## config.mk

```make
export PLATFORM = sky130hd
export DESIGN_NAME = texture_unit_fifo_binder_unit
export DESIGN_NICKNAME = d
export VERILOG_FILES = /design/src/tufb_pkg.sv /design/src/tufb_table.sv /design/src/texture_unit_fifo_binder_unit.sv
export VERILOG_INCLUDE_DIRS = /design/src /design/src/src
export SDC_FILE = /design/constraint.sdc
export NUM_CORES = 1
export LEC_CHECK = 0
export BUFFER_PORTS_ARGS = -buffer_cell sky130_fd_sc_hd__buf_2
export CORE_ASPECT_RATIO = 2
export CORE_MARGIN = 2
export CORE_UTILIZATION = 60
export DETAILED_ROUTE_END_ITERATION = 8
export PLACE_DENSITY = 0.77
export SLEW_MARGIN = 15
export SYNTH_ARGS = -nofsm -noshare
export SYNTH_HDL_FRONTEND = slang
export SYNTH_SLANG_ARGS = --single-unit
```

## constraint.sdc

```tcl
create_clock -name i_clk -period 5.35 [get_ports i_clk]
set_clock_uncertainty 0.2 [all_clocks]
set_input_delay 1.07 -clock i_clk [delete_from_list [all_inputs] [get_ports i_clk]]
set_output_delay 1.07 -clock i_clk [all_outputs]
set_load 0.05 [all_outputs]
```

## src/texture_unit_fifo_binder_unit_macros.svh

```systemverilog
// assertion helpers for the texture unit binder
`ifndef TEXTURE_UNIT_FIFO_BINDER_UNIT_MACROS_SVH
`define TEXTURE_UNIT_FIFO_BINDER_UNIT_MACROS_SVH

`ifndef SYNTH
// property checked at every clock edge outside reset
`define TUFB_ASSERT(lbl, prop, msg) \
    lbl: assert property (@(posedge i_clk) disable iff (!i_rst_n) prop) \
        else $error(msg);
// condition in one cycle implies a consequence in the next
`define TUFB_ASSERT_NEXT(lbl, pre, post, msg) \
    lbl: assert property (@(posedge i_clk) disable iff (!i_rst_n) (pre) |=> (post)) \
        else $error(msg);
`else
`define TUFB_ASSERT(lbl, prop, msg)
`define TUFB_ASSERT_NEXT(lbl, pre, post, msg)
`endif

`endif

```

## src/tufb_pkg.sv

```systemverilog
package tufb_pkg;

    // table geometry
    localparam int MAX_UNITS = 16;
    localparam int KEY_BITS  = 32;
    localparam int IDX_W     = (MAX_UNITS > 1) ? $clog2(MAX_UNITS) : 1;
    localparam int CNT_W     = $clog2(MAX_UNITS + 1);

    // port field widths
    localparam int UNIT_W     = 5;
    localparam int OUTC_W     = 3;
    localparam int IN_KEY_W   = 32;
    localparam int CFG_W      = 5;
    localparam int DATA_OUT_W = 40;
    localparam int PAD_W      = DATA_OUT_W - UNIT_W - IN_KEY_W;
    localparam int USER_OUT_W = OUTC_W + 1;

    // num_units after reset
    localparam logic [CFG_W-1:0] CFG_RESET = CFG_W'(16);

    typedef enum logic {
        MODE_BIND   = 1'b0,
        MODE_UNBIND = 1'b1
    } t_mode;

    typedef enum logic [OUTC_W-1:0] {
        OUTC_BIND_HIT    = 3'd0,
        OUTC_BIND_FRESH  = 3'd1,
        OUTC_BIND_EVICT  = 3'd2,
        OUTC_UNBIND_DONE = 3'd3,
        OUTC_UNBIND_MISS = 3'd4
    } t_outcome;

    typedef struct packed {
        logic [UNIT_W-1:0]   unit_number;
        t_outcome            outcome;
        logic [IN_KEY_W-1:0] evicted_key;
        logic                evicted_valid;
    } t_result;

    typedef struct packed {
        logic [CNT_W-1:0] units_used;
        logic [IDX_W-1:0] oldest_unit;
    } t_status;

endpackage

```

## src/tufb_table.sv

```systemverilog
module tufb_table (
    input  logic                           i_clk,
    input  logic                           i_rst_n,
    input  logic                           i_update,
    input  tufb_pkg::t_mode                i_mode,
    input  logic [tufb_pkg::IN_KEY_W-1:0]  i_key,
    input  logic [tufb_pkg::CFG_W-1:0]     i_num_units,
    output tufb_pkg::t_result              o_result,
    output tufb_pkg::t_status              o_status
);
    import tufb_pkg::*;

    logic [KEY_BITS-1:0]  r_unit_key [MAX_UNITS];
    logic [MAX_UNITS-1:0] r_mapped;
    logic [MAX_UNITS-1:0] n_mapped;
    logic [CNT_W-1:0]     r_used;
    logic [CNT_W-1:0]     n_used;
    logic [IDX_W-1:0]     r_oldest;
    logic [IDX_W-1:0]     n_oldest;

    logic [KEY_BITS-1:0]  key;
    logic [MAX_UNITS-1:0] match;
    logic                 hit;
    logic [IDX_W-1:0]     hit_idx;
    logic [CNT_W-1:0]     eff_units;
    logic                 fresh;
    logic [IDX_W-1:0]     alloc_idx;
    logic                 wr_en;

    assign key = KEY_BITS'(i_key);

    // parallel compare against every mapped unit
    always_comb begin
        for (int i = 0; i < MAX_UNITS; i++) begin
            match[i] = r_mapped[i] && (r_unit_key[i] == key);
        end
    end

    // lowest-numbered matching unit wins
    always_comb begin
        hit     = |match;
        hit_idx = '0;
        for (int i = MAX_UNITS - 1; i >= 0; i--) begin
            if (match[i]) begin
                hit_idx = IDX_W'(i);
            end
        end
    end

    // clamp unit count to 1..MAX_UNITS
    always_comb begin
        if (i_num_units == '0) begin
            eff_units = CNT_W'(1);
        end else if (int'(i_num_units) > MAX_UNITS) begin
            eff_units = CNT_W'(MAX_UNITS);
        end else begin
            eff_units = CNT_W'(i_num_units);
        end
    end

    assign fresh     = (r_used < eff_units) && (int'(r_used) < MAX_UNITS);
    assign alloc_idx = fresh ? IDX_W'(r_used) : r_oldest;

    // request decision and next table state
    always_comb begin
        n_mapped = r_mapped;
        n_used   = r_used;
        n_oldest = r_oldest;
        wr_en    = 1'b0;
        o_result = '0;
        o_result.outcome = OUTC_BIND_HIT;

        if (i_mode == MODE_UNBIND) begin
            if (hit) begin
                n_mapped[hit_idx]    = 1'b0;
                o_result.unit_number = UNIT_W'(hit_idx) + UNIT_W'(1);
                o_result.outcome     = OUTC_UNBIND_DONE;
            end else begin
                o_result.outcome     = OUTC_UNBIND_MISS;
            end
        end else if (hit) begin
            o_result.unit_number = UNIT_W'(hit_idx) + UNIT_W'(1);
            o_result.outcome     = OUTC_BIND_HIT;
        end else begin
            wr_en                = 1'b1;
            n_mapped[alloc_idx]  = 1'b1;
            o_result.unit_number = UNIT_W'(alloc_idx) + UNIT_W'(1);
            if (fresh) begin
                n_used           = r_used + CNT_W'(1);
                o_result.outcome = OUTC_BIND_FRESH;
            end else begin
                o_result.outcome = OUTC_BIND_EVICT;
                // round robin over the units in use
                if ((CNT_W'(r_oldest) + CNT_W'(1)) >= r_used) begin
                    n_oldest = '0;
                end else begin
                    n_oldest = r_oldest + IDX_W'(1);
                end
                if (r_mapped[alloc_idx]) begin
                    o_result.evicted_valid = 1'b1;
                    o_result.evicted_key   = IN_KEY_W'(r_unit_key[alloc_idx]);
                end
            end
        end
    end

    // control state
    always_ff @(posedge i_clk) begin
        if (!i_rst_n) begin
            r_mapped <= '0;
            r_used   <= '0;
            r_oldest <= '0;
        end else if (i_update) begin
            r_mapped <= n_mapped;
            r_used   <= n_used;
            r_oldest <= n_oldest;
        end
    end

    // key store, no reset
    always_ff @(posedge i_clk) begin
        if (i_update && wr_en) begin
            r_unit_key[alloc_idx] <= key;
        end
    end

    assign o_status.units_used  = r_used;
    assign o_status.oldest_unit = r_oldest;

endmodule

```

## src/texture_unit_fifo_binder_unit.sv

```systemverilog
// flow: an accepted word is held in the input register until its result is captured in the result register
// throughput: one request per cycle while m_axis_tready does not stall the output; the table
//   lookup and update sit between the input register and the result register
// reset: synchronous active low; clears all mappings, the fill count, the round robin
//   pointer and the valids, and sets num_units to 16
`include "texture_unit_fifo_binder_unit_macros.svh"

module texture_unit_fifo_binder_unit (
    input  logic                             i_clk,
    input  logic                             i_rst_n,
    input  logic                             i_cfg_we,
    input  logic [tufb_pkg::CFG_W-1:0]       i_cfg_wdata,   // num_units
    input  logic                             s_axis_tvalid,
    output logic                             s_axis_tready,
    input  logic [tufb_pkg::IN_KEY_W-1:0]    s_axis_tdata,  // texture_key
    input  logic                             s_axis_tuser,  // mode
    output logic                             m_axis_tvalid,
    input  logic                             m_axis_tready,
    output logic [tufb_pkg::DATA_OUT_W-1:0]  m_axis_tdata,  // unit_number, evicted_key, pad
    output logic [tufb_pkg::USER_OUT_W-1:0]  m_axis_tuser   // outcome, evicted_valid
);
    import tufb_pkg::*;

    logic [CFG_W-1:0]    r_num_units;
    logic                r_in_valid;
    t_mode               r_in_mode;
    logic [IN_KEY_W-1:0] r_in_key;
    logic                r_out_valid;
    t_result             r_out;

    logic    advance;
    logic    in_take;
    logic    process;
    t_result result;
    t_status st;

    // handshake
    assign advance       = !r_out_valid || m_axis_tready;
    assign s_axis_tready = !r_in_valid || advance;
    assign in_take       = s_axis_tvalid && s_axis_tready;
    assign process       = r_in_valid && advance;

    // configuration register
    always_ff @(posedge i_clk) begin
        if (!i_rst_n) begin
            r_num_units <= CFG_RESET;
        end else if (i_cfg_we) begin
            r_num_units <= i_cfg_wdata;
        end
    end

    // input stage valid
    always_ff @(posedge i_clk) begin
        if (!i_rst_n) begin
            r_in_valid <= 1'b0;
        end else if (in_take) begin
            r_in_valid <= 1'b1;
        end else if (process) begin
            r_in_valid <= 1'b0;
        end
    end

    // input stage payload
    always_ff @(posedge i_clk) begin
        if (in_take) begin
            r_in_mode <= t_mode'(s_axis_tuser);
            r_in_key  <= s_axis_tdata;
        end
    end

    tufb_table u_table (
        .i_clk       (i_clk),
        .i_rst_n     (i_rst_n),
        .i_update    (process),
        .i_mode      (r_in_mode),
        .i_key       (r_in_key),
        .i_num_units (r_num_units),
        .o_result    (result),
        .o_status    (st)
    );

    // result stage valid
    always_ff @(posedge i_clk) begin
        if (!i_rst_n) begin
            r_out_valid <= 1'b0;
        end else if (advance) begin
            r_out_valid <= r_in_valid;
        end
    end

    // result stage payload
    always_ff @(posedge i_clk) begin
        if (process) begin
            r_out <= result;
        end
    end

    assign m_axis_tvalid = r_out_valid;
    assign m_axis_tdata  = {PAD_W'(0), r_out.evicted_key, r_out.unit_number};
    assign m_axis_tuser  = {r_out.evicted_valid, r_out.outcome};

    // checks
    `TUFB_ASSERT(a_oldest_in_range, (st.units_used == '0 && st.oldest_unit == '0) || (CNT_W'(st.oldest_unit) < st.units_used), "round robin pointer outside units in use")
    `TUFB_ASSERT(a_zero_unit_on_miss, r_out_valid |-> ((r_out.outcome == OUTC_UNBIND_MISS) == (r_out.unit_number == '0)), "unit number zero does not match unbind miss")
    `TUFB_ASSERT(a_evict_flag, (r_out_valid && r_out.evicted_valid) |-> (r_out.outcome == OUTC_BIND_EVICT), "evicted flag set without eviction")
    `TUFB_ASSERT_NEXT(a_input_held, r_in_valid && !advance, r_in_valid && $stable(r_in_key), "stalled input word lost")

endmodule
```

==> results of run 1 <==
## Yosys cell counts (2+ instances only)
library cell and instances:
o41ai_1 2, inv_2 2, o22ai_1 3, a21oi_2 29
o21ai_0 27, buf_4 70, nor2b_1 12, o21ai_1 4
mux4_2 130, or3_1 9, dfxtp_1 32, ha_1 20
nor2_1 52, and2_1 10, o31ai_1 2, nor4b_1 4
nand4_1 52, a31oi_1 2, or2_2 3, buf_2 19
and4_1 2, a22o_1 2, xor2_1 350, nand2_1 36
xnor2_1 159, nor3_1 29, buf_1 4, nor4_1 78
mux2_2 2, nand3b_1 2, nand2b_1 10, nand3_1 36
inv_1 23, a21boi_0 2, nand4b_1 2, o211ai_1 5
buf_6 7, clkbuf_1 21, edfxtp_1 586, and3_1 8
o21a_1 4, a22oi_1 65, mux2i_1 9, a21oi_1 34
## how the worst max path moves through the flow
stage                     slack [ps]                   startpoint                              endpoint  cells past startpoint
after global placement           700       r_in_key[13]$_DFFE_PP_  u_table.r_unit_key[13][18]$_DFFE_PP_                     11
after floorplan                  680        r_in_key[5]$_DFFE_PP_    u_table.r_unit_key[0][0]$_DFFE_PP_                     11
after global routing             130       r_in_key[13]$_DFFE_PP_  u_table.r_unit_key[13][18]$_DFFE_PP_                     11
after detailed placement         670  r_num_units[4]$_SDFFE_PN1P_        m_axis_tdata[34]$_SDFFCE_PP0P_                     13
after CTS                        670       r_in_key[13]$_DFFE_PP_   u_table.r_unit_key[13][8]$_DFFE_PP_                     11
final                            250       r_in_key[13]$_DFFE_PP_  u_table.r_unit_key[13][11]$_DFFE_PP_                     11
## cells by family (layout without fill, tap and decap cells)
| family | Yosys count | count (layout) |
|---|---|---|
| other | 1 | 3 |
| muxes | 141 | 141 |
| adders and majority gates | 20 | 20 |
| DFF | 618 | 618 |
| and+or+nand+nor | 353 | 353 |
| xor gates and xnor gates | 509 | 509 |
| buffers and inverters | 147 | 343 |
| AOI/OAI and AO/OA | 190 | 190 |
## metal layers
layer / vias up / wire length, um / global-route usage (%)
li1: 7844 / - / -
met1: 9679 / 31800 / 43.3
met2: 1221 / 53200 / 70.0
met3: 422 / 7340 / 5.61
met4: 0 / 15000 / 45.3
met5: - / 0 / 0
## layout make-up
cell class              instances  area [um2]  area share, %
clock inverters                39         429           1.27
flip-flops and latches        618       18200           53.8
repair buffers                219        1740           5.14
inverters                      25         101          0.299
clock buffers                  60        1370           4.05
well taps                     649         812           2.39
multi-input cells            1216       11200           33.1
## metrics by stage
stage / worst slack (ps) / std cells / hold WS (ps) / area, um2
finish: 252 / 2826 / 338 / 33900
global placement: 701 / 2727 / 303 / 32100
floorplan: 675 / 1981 / 277 / 30200
global route: 129 / 2826 / 374 / 33900
CTS: 665 / 2826 / 357 / 33900
detailed placement: 670 / 2727 / 345 / 32100
## worst reg2reg max path: stages (launching register included)
cell and delay [ps]:
edfxtp_1 710, buf_4 370, xor2_1 940, nor4_1 150
nand3_1 220, or3_1 170, nand4_1 230, nor4_4 310
ha_1 220, and2_0 170, nand2_1 130, nor2_4 860
## state kept, by name, indices dropped and copies added, names as in the netlist
register	count
m_axis_tvalid	1
u_table.r_mapped	16
r_in_valid	1
u_table.r_used	5
r_in_key	32
m_axis_tuser	4
u_table.r_unit_key	512
r_num_units	5
r_in_mode	1
u_table.r_oldest	4
m_axis_tdata	37
## power by group
group          leakage, nW  total [W]  switching (W)  internal (W)
clock network        0.862    0.00408        0.00180       0.00228
logic                 5.00   0.000865       0.000575      0.000290
registers             5.58    0.00541      0.0000717       0.00533
total                 11.4     0.0103        0.00245       0.00790
## placed cells by master (no fill, tap or decap), types with 32 or more instances in the layout
master	n
edfxtp_1	586
nand2_1	36
nor4_1	77
buf_4	109
nand3_1	36
nor2_1	36
a22oi_1	65
dfxtp_1	32
mux4_2	130
a21oi_1	34
clkbuf_16	54
xor2_1	350
xnor2_1	159
nand4_1	52
buf_2	85
==> results.md, run 1 <==
* Hold Path Depth at 2
* CTS Root Cell: clkbuf_16
* CP Buf/Inv Count at 1
* Final wirelength at around 110000 um
* Post-DP HPWL at 80100 um
* Synth async-reset ratio at 0%
* CP required at approximately 5400 ps
* Leak Pwr at 11.4 nW
* I/O pin cnt at between 80 and 90
* Total GRT Usage at 42.1%
* Hold_sp: u_table.r_used[4]$_SDFFE_PN0P_
* Clk buf depth at 3
* Crit-path slowest cell: xor2_1
* Cts bufs inserted at 53
* Fraction of layout cells with a size suffix above 1 at around 23%
* Unrepaired setup endpoints after global routing: false
* CP Capture Type: register
* Netlist cell types at 63
* CTS clk-pin slew, worst paths at about 70 ps
* Critical path peak fanout at 32
* Synth Register Bits at just over 600
* Main combinational cell family by area after synthesis: XOR/XNOR gates
* Crit path largest cell delay at a little over 900 ps
* Status: finished clean
* Diodes inserted at 0
* Setup-failing EPs final at 0
* Maximum VDD drop at between 0.3 and 0.4 mV
* R2r startpoint: r_in_key[13]$_DFFE_PP_
* TritonCTS clock tree: done
* Die Span Y at 321 um
* Ys Warns at 0
* Post-synth top flop: edfxtp_1
* Full die area at between 50000 and 60000 um2
* HP Class: reg -> reg
* Simple-Gate Fraction of Synth Area at between 6 and 7%
* Post-synth EDFFs at between 500 and 600
* Starting density of the core at roughly three fifths
* DR vias/cell at approximately 6.8
* Nets at 2196
* Tmin final at 5100 ps
* Number of H-tree levels at 2
* Adder and majority gate portion of the synthesized area at less than 1%
* Hold Crit Endpoint: u_table.r_used[4]$_SDFFE_PN0P_
* Yosys top cell by area: edfxtp_1
* CTS sink cnt at roughly 600
* Complex-gate fraction of the synthesized area at under 10%
* Total power at 0.0103 W
* First-pass GRT wire length at ~150000 um
* Largest cells by area after synthesis: edfxtp_1 58%, xor2_1 10%, mux4_2 9.7%
* Xor/xnor share of the synthesized area at 14.8%
* Endpoints failing hold at 0
* Vias in the first global route at around 19000
* Largest net degree at the start of global routing at between 90 and 100
* R2R depth at 11
* Flop2flop setup slack at between 200 and 300 ps
* Postcts setup bufs at 0
* Filler cells at around 3500
* Insertion delay to the later sink of the worst-skew pair at between 600 and 700 ps
* Syn Inst Count at 1979
* Core Rows at ~120
* Die width at between 150 and 200 um
* Critical path, cell by cell: buf_4 -> xor2_1 -> nor4_1 -> nand3_1 -> or3_1 -> nand4_1 -> nor4_4 -> ha_1 -> and2_0 -> nand2_1 -> nor2_4
* Relative slew slack at a little under a tenth
* Yosys top cell area share at between 50% and 60%
* Setup TNS at 0 ps
* Syn avg cell area at approximately 15 um2
* Core area at approximately 50000 um2
* CP top delay family: simple AND/OR/NAND/NOR gates
* Final ANT Viol Nets at 0
* Startpoint type of the worst setup path: register
* DR vias at roughly 19000
* Synth-to-layout area growth at 12.4%
* Mapped cell area at ~30000 um2
* Worst slew pin tran at about 1300 ps
* Total of max-cap violations at 0
* Final core utilization at ~68%
* Gpl congestion at 1.07
* Setup CP Type: reg -> reg
* R2r endpoint: u_table.r_unit_key[13][11]$_DFFE_PP_
* Post-synthesis mux area share at approximately 10%
* Seq/Total Area, Yosys at around three fifths
* Overflow after GRT at 0
* Crit path arrival time at about 5100 ps
* CTS resizes at 0
* Initial antenna violation count at 0
* Starting DRT DRC Count at around 2200
* Slew Limit Fails at 0
* # DRC at 0
* Port-buffer cells at 85
* Max Clk Rate at between 150 and 200 MHz
* 1st-pass router iterations at 6
* Period utilisation layout at ~95%
* Cts hold-fix bufs at 0
* Cell area power density at 305 nW/um2
* Wire length per cell at between 30 and 40 um
No activity file was read; power rests on OpenSTA's default activity.
==> run 2: changes to the inputs <==
--- a/config.mk
+++ b/config.mk
@@ -7,6 +7,7 @@
 export NUM_CORES = 1
 export LEC_CHECK = 0
 export BUFFER_PORTS_ARGS = -buffer_cell sky130_fd_sc_hd__buf_2
+export CAP_MARGIN = 20
 export CORE_ASPECT_RATIO = 2
 export CORE_MARGIN = 2
 export CORE_UTILIZATION = 60
==> constraint.sdc (replaced) <==
create_clock -name i_clk -period 5.6 [get_ports i_clk]
set_clock_uncertainty 0.2 [all_clocks]
set_input_delay 1.12 -clock i_clk [delete_from_list [all_inputs] [get_ports i_clk]]
set_output_delay 1.12 -clock i_clk [all_outputs]
set_load 0.05 [all_outputs]
==> run 2 against run 1 <==
Compared with the run above: clock power is 3% lower; final area down 0.61%; die area stayed put; fmax shrank 2.0%; first-iteration DRC count is 13% higher; total power is 4.3% lower; critical path depth grew 1; core utilization shrank 0.41 points; sequential cell count stayed put.
==> results.md, run 2 (same netlist as run 1, synthesis figures left out) <==
* Cts bufs inserted at 53
* CTS clk-pin slew, worst paths at roughly 60 ps
* Max FFs per register at between 500 and 600
* Period utilisation layout at 92.9%
* Maximum VDD drop at 0.300 mV
* Critical path peak fanout at 26
* CTS resizes at 0
* Port-buffer cells at 85
* Final core utilization at between 60% and 70%
* Wire length per cell at approximately 38 um
* Worst slew pin tran at ~1200 ps
* Crit path largest cell delay at between 900 and 1000 ps
* Startpoint type of the worst setup path: register
* I/O pin cnt at 89
* Critical path, cell by cell: buf_4 -> xor2_1 -> nor4_1 -> nand3_1 -> or3_1 -> nand4_1 -> nor4_4 -> ha_1 -> and2_0 -> nand2_1 -> nor2_4 -> buf_12
* 1st-pass router iterations at 6
* Slew Limit Fails at 0
* Postcts setup bufs at 0
* Largest reg by FF count: u_table.r_unit_key
* DR vias at slightly below 20000
* Post-DP HPWL at roughly 77000 um
* CTS Root Cell: clkbuf_16
* Starting DRT DRC Count at 2529
* Total power at roughly 0.0099 W
* Post-route cell area at 33700 um2
* Total of max-cap violations at 0
* HP Class: reg -> reg
* Largest net degree at the start of global routing at 77
* Nets at 2165
* Cts hold-fix bufs at 0
* Status: finished clean
* Full die area at approximately 52000 um2
* TritonCTS clock tree: done
* CP Capture Type: register
* DR vias/cell at 6.91
* Clk buf depth at 3
* Crit-path slowest cell: edfxtp_1
* Initial antenna violation count at 6
* Starting density of the core at between 60% and 70%
* Overflow after GRT at 0
* CP top delay family: simple AND/OR/NAND/NOR gates
* Leak Pwr at around 11 nW
* Vias in the first global route at 19121
* Setup-failing EPs final at 0
* Most frequent cells in the layout: 586 x edfxtp_1, 350 x xor2_1, 159 x xnor2_1
* Most common cell after layout, fill and taps aside: edfxtp_1
* Insertion delay to the later sink of the worst-skew pair at 630 ps
* First-pass GRT wire length at 146000 um
* Final ANT Viol Nets at 0
* Synth-to-layout area growth at 11.7%
* CP Buf/Inv Count at 2
* Setup CP Type: reg -> reg
* # DRC at 0
* Crit path arrival time at 5300 ps
* Fraction of layout cells with a size suffix above 1 at between 20% and 30%
* Cell area power density at around 290 nW/um2
* Endpoints failing hold at 0
* Total GRT Usage at between 40% and 50%
* Final wirelength at approximately 110000 um
* Placed Area at about 32000 um2
* Tmin final at 5200 ps
* CP required at approximately 5700 ps
* Die width at between 150 and 200 um
* Core Rows at about 120
* Max Clk Rate at 192 MHz
* Number of H-tree levels at 2
* Die Span Y at roughly 320 um
* Relative slew slack at 20.6%
* Core area at between 40000 and 50000 um2
* CTS sink cnt at about 620
* Worst hold margin at 326 ps
* Setup TNS at 0 ps
* Unrepaired setup endpoints after global routing: false
* Gpl congestion at ~1.1
## run 2: changes by cell type in the layout (fill, tap and decap cells not counted), moves of 2 or more
cell        previous run  this run
diode_2                0         4
clkinvlp_4             5         1
inv_8                  1         3
buf_4                109        78
clkinv_1              15        12
inv_6                  0         5
## run 2: final timing paths
path,startpoint,to,slack (ps),depth (start not counted)
worst max-delay path,r_in_key[27]$_DFFE_PP_,u_table.r_unit_key[0][6]$_DFFE_PP_,400,12
worst min-delay path,r_in_valid$_SDFFE_PN0P_,m_axis_tvalid$_SDFFE_PN0P_,330,1
worst max register to register,r_in_key[27]$_DFFE_PP_,u_table.r_unit_key[0][6]$_DFFE_PP_,400,12
worst min register to register,r_in_valid$_SDFFE_PN0P_,m_axis_tvalid$_SDFFE_PN0P_,330,1
## run 2: through the flow
step           worst slack [ps]  std cells
5_1_grt                     317       2793
3_5_place_dp                640       2696
2_1_floorplan               925       1981
6_report                    399       2796
4_1_cts                     646       2792
3_3_place_gp                781       2696
## run 2: power by group
group / switching [W] / internal [W] / total (W)
registers: 0.0000672 / 0.00509 / 0.00516
clock network: 0.00174 / 0.00222 / 0.00395
logic: 0.000529 / 0.000263 / 0.000792
## run 2: layer usage
layer	wire length (um)	track usage, %
met5	46	0
met2	51600	68.3
met3	8410	6.63
met4	14300	41.7
met1	31600	43.8
## run 2: layout make-up
cell class | count | area (um2)
Antenna cell | 4 | 10.0
Clock buffer | 61 | 1400
Inverter | 25 | 101
Timing Repair Buffer | 188 | 1510
Fill cell | 3534 | 16200
Tap cell | 649 | 812
Sequential cell | 618 | 18200
Multi-Input combinational cell | 1216 | 11200
Clock inverter | 35 | 419
==> run 3: changes to the inputs <==
--- a/config.mk
+++ b/config.mk
@@ -6,13 +6,12 @@
 export SDC_FILE = /design/constraint.sdc
 export NUM_CORES = 1
 export LEC_CHECK = 0
-export BUFFER_PORTS_ARGS = -buffer_cell sky130_fd_sc_hd__buf_2
+export BUFFER_PORTS_ARGS = -buffer_cell sky130_fd_sc_hd__buf_4
 export CAP_MARGIN = 20
 export CORE_ASPECT_RATIO = 2
 export CORE_MARGIN = 2
-export CORE_UTILIZATION = 60
+export CORE_UTILIZATION = 35
 export DETAILED_ROUTE_END_ITERATION = 8
-export PLACE_DENSITY = 0.77
 export SLEW_MARGIN = 15
 export SYNTH_ARGS = -nofsm -noshare
 export SYNTH_HDL_FRONTEND = slang
==> run 3 against run 2 <==
Compared with the run above: final cell count rose by 17%; clock power fell by 1%; total power rose by 0.57%; non-clock buffer count rose by 38; critical path depth did not move; register-to-register slack improved by 170 ps; routed wire length rose by 14%; first-iteration DRC count fell by 37%; worst hold slack improved by 16 ps; highest routed layer unchanged; fmax rose by 3.4%; critical endpoint is now m_axis_tdata[13]$_SDFFCE_PP0P_; core utilization fell by 27 points; final area rose by 3.4%.
==> results.md, run 3 (same netlist as run 1, synthesis figures left out) <==
* Nets at 2205
* DR vias/cell at 5.70
* Max layer used: met5
* Largest net degree at the start of global routing at between 90 and 100
* Setup-failing EPs final at 0
* First-pass GRT wire length at ~160000 um
* Final ANT Viol Nets at 0
* Fraction of layout cells with a size suffix above 1 at around a quarter
* DR vias at ~19000
* Starting density of the core at 35.3%
* Core Rows at about 150
* 1st-pass router iterations at 5
* CTS Root Cell: clkbuf_16
* Most used cell, CP: buf_12
* Pre-CTS setup slack at about 600 ps
* DR WL met3 at roughly 4600 um
* Crit path largest cell delay at 690 ps
* Total GRT Usage at 27.6%
* Cts bufs inserted at 55
* TritonCTS clock tree: done
* CP required at 5780 ps
* Synth-to-layout area growth at 15.5%
* Initial antenna violation count at 2
* Crit path arrival time at approximately 5200 ps
* Final wirelength at approximately 120000 um
* Core area at between 80000 and 90000 um2
* Setup TNS at 0 ps
* CP Buf/Inv Count at 3
* Cell area power density at ~290 nW/um2
* HP Class: reg -> reg
* Number of H-tree levels at 2
* Crit-path slowest cell: a22oi_1
* Endpoints failing hold at 0
* Starting DRT DRC Count at approximately 1600
* Tmin final at between 5000 and 6000 ps
* Leak Pwr at about 12 nW
* CP Capture Type: register
* Cts hold-fix bufs at 0
* CTS resizes at 0
* Wire length per cell at 36.9 um
* Most common cell after layout, fill and taps aside: edfxtp_1
* Gpl congestion at ~1
* CP top delay family: compound AO/OA/AOI/OAI gates
* CTS clk-pin slew, worst paths at roughly 70 ps
* Critical path, cell by cell: ha_1 -> o21ai_0 -> o311ai_1 -> a21oi_1 -> o21a_1 -> mux2_2 -> inv_8 -> buf_12 -> buf_12 -> mux4_2 -> a22oi_1 -> a21oi_2
* Relative slew slack at between 10% and 20%
* Max Clk Rate at between 150 and 200 MHz
* Most frequent cells in the layout: 586 x edfxtp_1, 350 x xor2_1, 191 x buf_4
* Port-buffer cells at between 80 and 90
* Met2 Routed Length at approximately 63000 um
* Overflow after GRT at 0
* Period utilisation layout at around 90%
* Met1 wire length at about 36000 um
* Status: finished clean
* Full die area at slightly below 90000 um2
* Setup slack after layout at ~570 ps
* I/O pin cnt at 89
* Maximum VDD drop at 0.242 mV
* Insertion delay to the later sink of the worst-skew pair at about 670 ps
* Total of max-cap violations at 0
* Startpoint type of the worst setup path: register
* # DRC at 0
* Largest reg by FF count: u_table.r_unit_key
* Slew Limit Fails at 0
* Max FFs per register at roughly 500
* Postcts setup bufs at 0
* Die Span Y at about 420 um
* Unrepaired setup endpoints after global routing: false
* Post-DP HPWL at a little over 90000 um
* Vias in the first global route at slightly below 20000
* Critical path peak fanout at 29
* Clk buf depth at 3
* CTS sink cnt at 618
* Worst slew pin tran at approximately 1200 ps
* Die width at ~210 um
* Setup CP Type: reg -> reg
-- run 3: metal layers --
metal  track usage [%]  vias up
met1              25.0     9676
met4              31.2        2
met5                 0        -
li1                  -     7868
met2              49.2      762
met3              3.66      325
-- run 3: stage by stage --
stage / cell area, um2 / hold WS [ps] / power (W) / util (%) / instances
after global placement: 33000 / 306 / 0.00612 / 38.6 / 3161
after floorplan: 30200 / 277 / 0.00572 / - / 1981
after global routing: 34900 / 379 / 0.0102 / 40.7 / 3266
after detailed placement: 33000 / 332 / 0.00613 / 38.6 / 3161
after CTS: 34800 / 350 / 0.0100 / 40.7 / 3264
final: 34900 / 343 / 0.00996 / 40.7 / 3267
-- run 3: layout make-up --
class	instances	area (um2)
fill	7890	50700
sequential	618	18200
multi-input combinational	1216	11300
timing repair buffer	226	2120
clock buffer	69	1430
tap	1078	1350
clock inverter	34	355
inverter	25	101
antenna	1	2.50
-- run 3: worst paths after layout --
check | from | end | slack [ps] | depth (start not counted)
setup / recovery | u_table.r_used[1]$_SDFFE_PN0P_ | m_axis_tdata[13]$_SDFFCE_PP0P_ | 570 | 12
hold / removal | r_in_valid$_SDFFE_PN0P_ | m_axis_tvalid$_SDFFE_PN0P_ | 340 | 1
setup reg to reg | u_table.r_used[1]$_SDFFE_PN0P_ | m_axis_tdata[13]$_SDFFCE_PP0P_ | 570 | 12
hold reg to reg | r_in_valid$_SDFFE_PN0P_ | m_axis_tvalid$_SDFFE_PN0P_ | 340 | 1
-- run 3: report_power, final --
group | internal, W | switching [W] | leakage [nW]
clock | 0.00206 | 0.00185 | 0.858
combinational | 0.000292 | 0.000581 | 5.17
sequential | 0.00510 | 0.0000803 | 5.58
